## src/hw/rtl/fdh_pkg.sv

```systemverilog
// ----------------------------------------------------------------------------
// fdh_pkg: shared constants and types for the flood duplicate filter
// Hash constants, ring geometry and the request/result bundles between units.
// ----------------------------------------------------------------------------
package fdh_pkg;

    localparam int CACHE_ENTRIES = 128;
    localparam int HASH_W        = 32;
    localparam int BYTE_W        = 8;
    localparam int HASH_SHIFT    = 5;
    localparam int RING_AW       = $clog2(CACHE_ENTRIES);
    localparam int FILL_W        = $clog2(CACHE_ENTRIES + 1);

    localparam logic [HASH_W-1:0] HASH_SEED = 32'd5381;

    // Finished hash handed from the hash unit to the ring controller
    typedef struct packed {
        logic              valid;
        logic [HASH_W-1:0] hash;
    } req_t;

    // Verdict handed from the ring controller to the top level
    typedef struct packed {
        logic              valid;
        logic              dup;
        logic [HASH_W-1:0] hash;
    } res_t;

endpackage

```

## src/hw/rtl/fdh_ram.sv

```systemverilog
// ----------------------------------------------------------------------------
// fdh_ram: generic simple dual-port RAM
// One write port, one read port, read data registered.
// ----------------------------------------------------------------------------
module fdh_ram #(
    parameter int WIDTH = 32,
    parameter int DEPTH = 128
) (
    input  logic                     clk,
    input  logic                     we,
    input  logic [$clog2(DEPTH)-1:0] waddr,
    input  logic [WIDTH-1:0]         wdata,
    input  logic                     re,
    input  logic [$clog2(DEPTH)-1:0] raddr,
    output logic [WIDTH-1:0]         rdata
);

    logic [WIDTH-1:0] mem [DEPTH];
    logic [WIDTH-1:0] rdata_reg;

    always_ff @(posedge clk)
    begin
        if (we)
        begin
            mem[waddr] <= wdata;
        end
        if (re)
        begin
            rdata_reg <= mem[raddr];
        end
    end

    assign rdata = rdata_reg;

endmodule

```

## src/hw/rtl/fdh_hash.sv

```systemverilog
// ----------------------------------------------------------------------------
// fdh_hash: running djb2 hash accumulator
// Fold one byte per transfer; hand off the finished hash on the last byte.
// ----------------------------------------------------------------------------
module fdh_hash (
    input  logic                      clk,
    input  logic                      rst_n,
    input  logic                      accept,
    input  logic [fdh_pkg::BYTE_W-1:0] msg_byte,
    input  logic                      end_of_msg,
    output fdh_pkg::req_t             req
);

    logic [fdh_pkg::HASH_W-1:0] running_hash_reg;
    logic [fdh_pkg::HASH_W-1:0] running_hash_next;
    logic [fdh_pkg::HASH_W-1:0] folded;

    // hash * 33 + byte, wrapping
    assign folded = (running_hash_reg << fdh_pkg::HASH_SHIFT) + running_hash_reg
                  + {{(fdh_pkg::HASH_W - fdh_pkg::BYTE_W){1'b0}}, msg_byte};

    always_comb
    begin
        running_hash_next = running_hash_reg;
        if (accept)
        begin
            running_hash_next = end_of_msg ? fdh_pkg::HASH_SEED : folded;
        end
    end

    always_ff @(posedge clk or negedge rst_n)
    begin
        if (!rst_n)
        begin
            running_hash_reg <= fdh_pkg::HASH_SEED;
        end
        else
        begin
            running_hash_reg <= running_hash_next;
        end
    end

    assign req.valid = accept & end_of_msg;
    assign req.hash  = folded;

endmodule

```

## src/hw/rtl/fdh_ring.sv

```systemverilog
// ----------------------------------------------------------------------------
// fdh_ring: ring search and store controller
// Scan the filled ring entries one per cycle, then report or store the hash.
// ----------------------------------------------------------------------------
module fdh_ring (
    input  logic          clk,
    input  logic          rst_n,
    input  fdh_pkg::req_t req,
    output logic          busy,
    output fdh_pkg::res_t res
);

    localparam logic [1:0] ST_IDLE = 2'd0;
    localparam logic [1:0] ST_SCAN = 2'd1;

    logic [1:0]                  state_reg,   state_next;
    logic [fdh_pkg::HASH_W-1:0]  key_reg,     key_next;
    logic [fdh_pkg::FILL_W-1:0]  idx_reg,     idx_next;
    logic                        cmp_vld_reg, cmp_vld_next;
    logic [fdh_pkg::FILL_W-1:0]  fill_reg,    fill_next;
    logic [fdh_pkg::RING_AW-1:0] ptr_reg,     ptr_next;
    fdh_pkg::res_t               res_reg,     res_next;

    logic                        hit;
    logic                        more;
    logic                        rd_en;
    logic                        wr_en;
    logic [fdh_pkg::HASH_W-1:0]  rd_data;

    // Entries at or past the fill count were never written: never read them
    assign more  = idx_reg < fill_reg;
    assign hit   = (state_reg == ST_SCAN) && cmp_vld_reg && (rd_data == key_reg)
                 && (key_reg != '0);
    assign rd_en = (state_reg == ST_SCAN) && more && !hit;
    assign wr_en = (state_reg == ST_SCAN) && !more && !hit;

    always_comb
    begin
        state_next   = state_reg;
        key_next     = key_reg;
        idx_next     = idx_reg;
        cmp_vld_next = rd_en;
        fill_next    = fill_reg;
        ptr_next     = ptr_reg;
        res_next     = '0;
        case (state_reg)
            ST_IDLE:
            begin
                if (req.valid)
                begin
                    key_next   = req.hash;
                    idx_next   = '0;
                    state_next = ST_SCAN;
                end
            end
            ST_SCAN:
            begin
                if (rd_en)
                begin
                    idx_next = idx_reg + fdh_pkg::FILL_W'(1);
                end
                if (hit)
                begin
                    res_next   = '{valid: 1'b1, dup: 1'b1, hash: key_reg};
                    state_next = ST_IDLE;
                end
                else if (wr_en)
                begin
                    res_next = '{valid: 1'b1, dup: 1'b0, hash: key_reg};
                    if (ptr_reg == fdh_pkg::RING_AW'(fdh_pkg::CACHE_ENTRIES - 1))
                    begin
                        ptr_next = '0;
                    end
                    else
                    begin
                        ptr_next = ptr_reg + fdh_pkg::RING_AW'(1);
                    end
                    if (fill_reg != fdh_pkg::FILL_W'(fdh_pkg::CACHE_ENTRIES))
                    begin
                        fill_next = fill_reg + fdh_pkg::FILL_W'(1);
                    end
                    state_next = ST_IDLE;
                end
            end
            default:
            begin
                state_next = ST_IDLE;
            end
        endcase
    end

    always_ff @(posedge clk or negedge rst_n)
    begin
        if (!rst_n)
        begin
            state_reg   <= ST_IDLE;
            idx_reg     <= '0;
            cmp_vld_reg <= 1'b0;
            fill_reg    <= '0;
            ptr_reg     <= '0;
            res_reg     <= '0;
        end
        else
        begin
            state_reg   <= state_next;
            idx_reg     <= idx_next;
            cmp_vld_reg <= cmp_vld_next;
            fill_reg    <= fill_next;
            ptr_reg     <= ptr_next;
            res_reg     <= res_next;
        end
    end

    always_ff @(posedge clk)
    begin
        key_reg <= key_next;
    end

    fdh_ram #(
        .WIDTH (fdh_pkg::HASH_W),
        .DEPTH (fdh_pkg::CACHE_ENTRIES)
    ) u_ring_mem (
        .clk   (clk),
        .we    (wr_en),
        .waddr (ptr_reg),
        .wdata (key_reg),
        .re    (rd_en),
        .raddr (idx_reg[fdh_pkg::RING_AW-1:0]),
        .rdata (rd_data)
    );

    assign busy = (state_reg != ST_IDLE);
    assign res  = res_reg;

    // Fill count never exceeds the ring size
    a_fill_bound: assert property (@(posedge clk) disable iff (!rst_n)
        fill_reg <= fdh_pkg::FILL_W'(fdh_pkg::CACHE_ENTRIES))
        else $error("fill count beyond ring size");

    // No read left in flight once the controller is idle
    a_idle_no_read: assert property (@(posedge clk) disable iff (!rst_n)
        state_reg == ST_IDLE |-> !cmp_vld_reg)
        else $error("ring read outstanding while idle");

    // A result always closes the search and frees the controller
    a_result_idle: assert property (@(posedge clk) disable iff (!rst_n)
        res_reg.valid |-> state_reg == ST_IDLE)
        else $error("result while still searching");

    // A store moves the pointer by one entry, with wrap
    a_ptr_step: assert property (@(posedge clk) disable iff (!rst_n)
        wr_en |=> (ptr_reg == $past(ptr_reg) + fdh_pkg::RING_AW'(1))
               || (ptr_reg == '0))
        else $error("ring pointer did not advance on store");

endmodule

```

## src/hw/rtl/flood_dedup_hash_cache_top.sv

```systemverilog
// ----------------------------------------------------------------------------
// flood_dedup_hash_cache_top: duplicate filter for flooded mesh messages
// Hash message bytes with djb2 and check the result against a ring of recent
// message hashes; report duplicates, store new hashes.
// ----------------------------------------------------------------------------
//
//  channel  | handshake            | payload
//  ---------+----------------------+------------------------------------
//  byte in  | start & !busy        | msg_byte[7:0], end_of_msg
//  verdict  | done (one-cycle)     | is_duplicate, digest[31:0]
//
//  A byte without the end mark is folded into the hash and the next may follow at once.
//  A final byte raises busy while the ring is scanned one entry per cycle over
//  the F entries written so far (F <= CACHE_ENTRIES): done strobes when the scan
//  ends, on a hit or after the last entry, and busy falls in that same cycle.
//  Reset clears the hash, ring pointer and fill count; the ring memory itself
//  is not cleared, since entries past the fill count are never read.
//  The receiver cannot stall: done is high for exactly one cycle.
//
module flood_dedup_hash_cache_top (
    input  logic                         clk,
    input  logic                         rst_n,
    input  logic                         start,
    output logic                         busy,
    input  logic [fdh_pkg::BYTE_W-1:0]   msg_byte,
    input  logic                         end_of_msg,
    output logic                         done,
    output logic                         is_duplicate,
    output logic [fdh_pkg::HASH_W-1:0]   digest
);

    logic          accept;
    fdh_pkg::req_t req;
    fdh_pkg::res_t res;

    // Take a byte whenever the ring controller is free
    assign accept = start & ~busy;

    fdh_hash u_hash (
        .clk        (clk),
        .rst_n      (rst_n),
        .accept     (accept),
        .msg_byte   (msg_byte),
        .end_of_msg (end_of_msg),
        .req        (req)
    );

    fdh_ring u_ring (
        .clk   (clk),
        .rst_n (rst_n),
        .req   (req),
        .busy  (busy),
        .res   (res)
    );

    // Drive the verdict straight from the controller's output register
    assign done         = res.valid;
    assign is_duplicate = res.dup;
    assign digest       = res.hash;

endmodule
```

## config.mk

```make
export PLATFORM = sky130hd
export DESIGN_NAME = flood_dedup_hash_cache_top
export DESIGN_NICKNAME = d
export VERILOG_FILES = /design/src/hw/rtl/fdh_pkg.sv /design/src/hw/rtl/fdh_ram.sv /design/src/hw/rtl/fdh_hash.sv /design/src/hw/rtl/fdh_ring.sv /design/src/hw/rtl/flood_dedup_hash_cache_top.sv
export SDC_FILE = /design/constraint.sdc
export NUM_CORES = 2
export LEC_CHECK = 0
export CAP_MARGIN = 20
export CORE_ASPECT_RATIO = 0.6
export CORE_MARGIN = 2
export CORE_UTILIZATION = 45
export CTS_CLUSTER_DIAMETER = 60
export CTS_CLUSTER_SIZE = 28
export DETAILED_ROUTE_END_ITERATION = 10
export DONT_BUFFER_PORTS = 1
export PLACE_DENSITY = 0.6
export SYNTH_ARGS = -nofsm -noshare
export SYNTH_HDL_FRONTEND = slang
export SYNTH_SLANG_ARGS = --single-unit
```

## constraint.sdc

```tcl
create_clock -name clk -period 6.2 [get_ports clk]
set_clock_uncertainty 0.2 [all_clocks]
set_input_delay 0.62 -clock clk [delete_from_list [all_inputs] [get_ports clk]]
set_output_delay 0.62 -clock clk [all_outputs]
set_load 0.1 [all_outputs]
```

==> reports/results.tsv <==
metric	value	unit
syn_to_final_growth	8.89	%
number_of_global_route_vias_before_repair	73597	
syn-mean-instance-area	23.7	sq um
dr_total_vias	77020	
yosys_warnings	0	
critical_path_buf_inv_count	2	
io-pin-count	47	
core.rowCount	171	
route.detailed.wl_per_inst	36.2	um
n_fill_cell	28261	
setup-tns-final	0	ps
final-instance-count-excl-fill	12049	
worst-setup-path-type	reg2reg	
die_y	472	um
hold_violations	0	
cp_top_family	simple AND/OR/NAND/NOR gates	
irDropWorstVdd	0.000335	V
synth_flop_cell	sky130_fd_sc_hd__edfxtp_1	
cell_by_cell_trace_of_the_critical_path	nor4_1 > nand4_1 > nor2_1 > o41ai_1 > nor2b_2 > nand4_1 > buf_4 > nor2_4 > buf_4	
rr_worst_depth	9	
hold_path_class	in2async	
rr_startpoint	u_ring.key_reg[1]	
postSynthCellCount	6912	
period_needed	5070	ps
min_period_over_period	0.817	
clkSlewWorstSetupHoldPaths	110	ps
dpl.hpwl	260000	um
ys_async_sr_fraction	0.0214	
clk_path_buf_depth	4	
worst-slew-pin-transition	1200	ps
initial_utilization	0.453	
unrepaired_setup_endpoints_after_global_routing	false	
cp_data_arrival_time	5450	ps
dp.cells	11738	
reg2reg_slack	1130	ps
grt_antenna_before_repair	37	
finalSetupViolCount	0	
route.final.wire_length	436000	um
leakagePower	0.0532	uW
detail-route-antenna-nets	0	
mostFrequentLayoutCell	sky130_fd_sc_hd__edfxtp_1	
gp_congestion	0.897	
layout.cells.most_common_list	sky130_fd_sc_hd__edfxtp_1 (4160), sky130_fd_sc_hd__mux4_2 (1223), sky130_fd_sc_hd__buf_4 (294)	
syn-num-nets	6997	
critical_path_peak_fanout	24	
run_status	completed	
synth_enable_flop_cells	4160	
synth_seq_area_share	0.776	
post_route_cells_drive_above_1_share	0.278	
gr-total-overflow	0	
worst_path_max_delay_cell	sky130_fd_sc_hd__edfxtp_1	
cts.sink_count	4251	
clock_tree_from_tritoncts	yes	
core	362000	sq um
drc	0	
drt-pass1-iter-count	6	
synth_seq_cells	4251	
dieArea	369000	sq um
pwr_density_cell	404	nW/um^2
clock_insertion_delay_worst_skew	950	ps
cell_area_synth	164000	sq um
drt_iter0_drc	12115	
timing.fmax	197	MHz
global_route.usage.total	0.233	
final_max_slew_viol_count	0	
critical_path.max_stage_delay	780	ps
die-width	783	um
cts_buffers	191	
wire_length_of_the_first_global_routing_pass	604000	um
slew_headroom	0.176	
largest_register_ffs	4096	
synth.distinct_cells	58	
critical_path.reg2reg.endpoint	u_ring.u_ring_mem.mem[57][7]	
grt_max_degree	130	
worst-endpoint-required	6590	ps
cts.htree.levels	4	
clockRootBuffer	sky130_fd_sc_hd__clkbuf_16	
drt-vias-per-instance	6.39	
cp-start-kind	flip-flop	
worst_setup_path_end_kind	flip-flop	
nNetsFinal	7185	
placement.io_buffers	0	
max-cap-violations	0	
[worst register-to-register path: stages, from the launching register on]
cell	delay, ps
sky130_fd_sc_hd__edfxtp_1	780
sky130_fd_sc_hd__nor4_1	510
sky130_fd_sc_hd__nand4_1	150
sky130_fd_sc_hd__nor2_1	190
sky130_fd_sc_hd__o41ai_1	200
sky130_fd_sc_hd__nor2b_2	410
sky130_fd_sc_hd__nand4_1	770
sky130_fd_sc_hd__buf_4	490
sky130_fd_sc_hd__nor2_4	560
sky130_fd_sc_hd__buf_4	440
[routing by layer]
metal  vias up  global-route usage  wire, um
li1      29822                   -         -
met1     42530               0.378    193000
met4         8              0.0432      8760
met3       416              0.0590     50300
met2      4244               0.322    185000
met5         -                   0        54
[cells in the mapped netlist (all sizes together), types with 8 or more instances]
| cell type | number | area, sq um |
|---|---|---|
| nor4 | 22 | 138 |
| a311oi | 8 | 70.1 |
| xnor2 | 25 | 219 |
| nand2 | 51 | 191 |
| nor2 | 191 | 717 |
| nand3 | 38 | 190 |
| a31oi | 22 | 138 |
| a21o | 23 | 173 |
| edfxtp | 4160 | 125000 |
| o221ai | 32 | 280 |
| a211oi | 8 | 65.1 |
| o31a | 20 | 175 |
| a2111oi | 10 | 91.3 |
| mux4 | 1223 | 27500 |
| clkbuf | 164 | 616 |
| mux2i | 183 | 1830 |
| buf | 198 | 1060 |
| and2 | 40 | 250 |
| dfrtp | 86 | 2150 |
| o22ai | 30 | 188 |
| o21ai | 75 | 375 |
| and3 | 8 | 50.1 |
| xor2 | 44 | 385 |
| a21oi | 41 | 205 |
| nand4 | 20 | 125 |
| inv | 28 | 105 |
| ha | 69 | 863 |
| nor3 | 9 | 45.0 |
| a22o | 17 | 149 |
[logic make-up (layout without fill, tap and decap cells)]
logic type      after synthesis  count (layout)  share of synthesized area
mux                        1408            1408                      0.179
simple gates                401             401                     0.0113
compound gates              320             320                     0.0133
fa+ha+maj                    73              73                    0.00575
flops                      4251            4251                      0.776
xor+xnor                     69              69                    0.00369
buf+inv                     390             673                     0.0109
other cells                   0              10                          0
[final cells by class]
cell class                 count  area, sq um  share of cell area
inverter                      28          105            0.000589
multi-input combinational   2271        36000               0.202
clock buffer                 223         4990              0.0280
antenna                       10         25.0            0.000140
tap                         4844         6060              0.0339
clock inverter                65          734             0.00411
timing repair buffer         357         3380              0.0189
sequential                  4251       127000               0.713
[report_power, final]
part / switching, uW / internal (uW)
sequential: 963 / 34500
combinational: 13400 / 8130
clock: 8930 / 6200
total: 23300 / 48800
[metrics by stage]
step	power (uW)	utilization	hold slack [ps]	instance area, sq um	setup slack, ps
4_1_cts	72300	0.493	42.1	178000	1210
3_3_place_gp	57200	0.475	126	172000	452
3_5_place_dp	57500	0.477	126	173000	1210
6_report	72100	0.493	78.8	179000	1130
5_1_grt	74300	0.493	80.6	179000	1020
2_1_floorplan	49000	-	124	164000	790
[worst max path at each step]
stage / from / to / slack, ps / depth (start not counted)
finish: u_ring.key_reg[1] / u_ring.u_ring_mem.mem[57][7] / 1130 / 9
global route: u_ring.key_reg[1] / u_ring.u_ring_mem.mem[57][7] / 1020 / 9
CTS: u_ring.idx_reg[1] / u_ring.u_ring_mem.rdata[12] / 1210 / 7
detailed placement: u_ring.idx_reg[1] / u_ring.u_ring_mem.rdata[12] / 1210 / 7
global placement: u_ring.idx_reg[0] / u_ring.u_ring_mem.rdata[18] / 450 / 8
floorplan: u_ring.key_reg[31] / u_ring.u_ring_mem.mem[127][0] / 790 / 10
[what timing repair did]
action | in CTS | in global routing
resized for setup | 0 | 0
setup buffers | 0 | 0
hold endpoints to repair | 128 | 0
hold buffers | 6 | 0
Note: power is estimated with default switching activity, not from simulation.
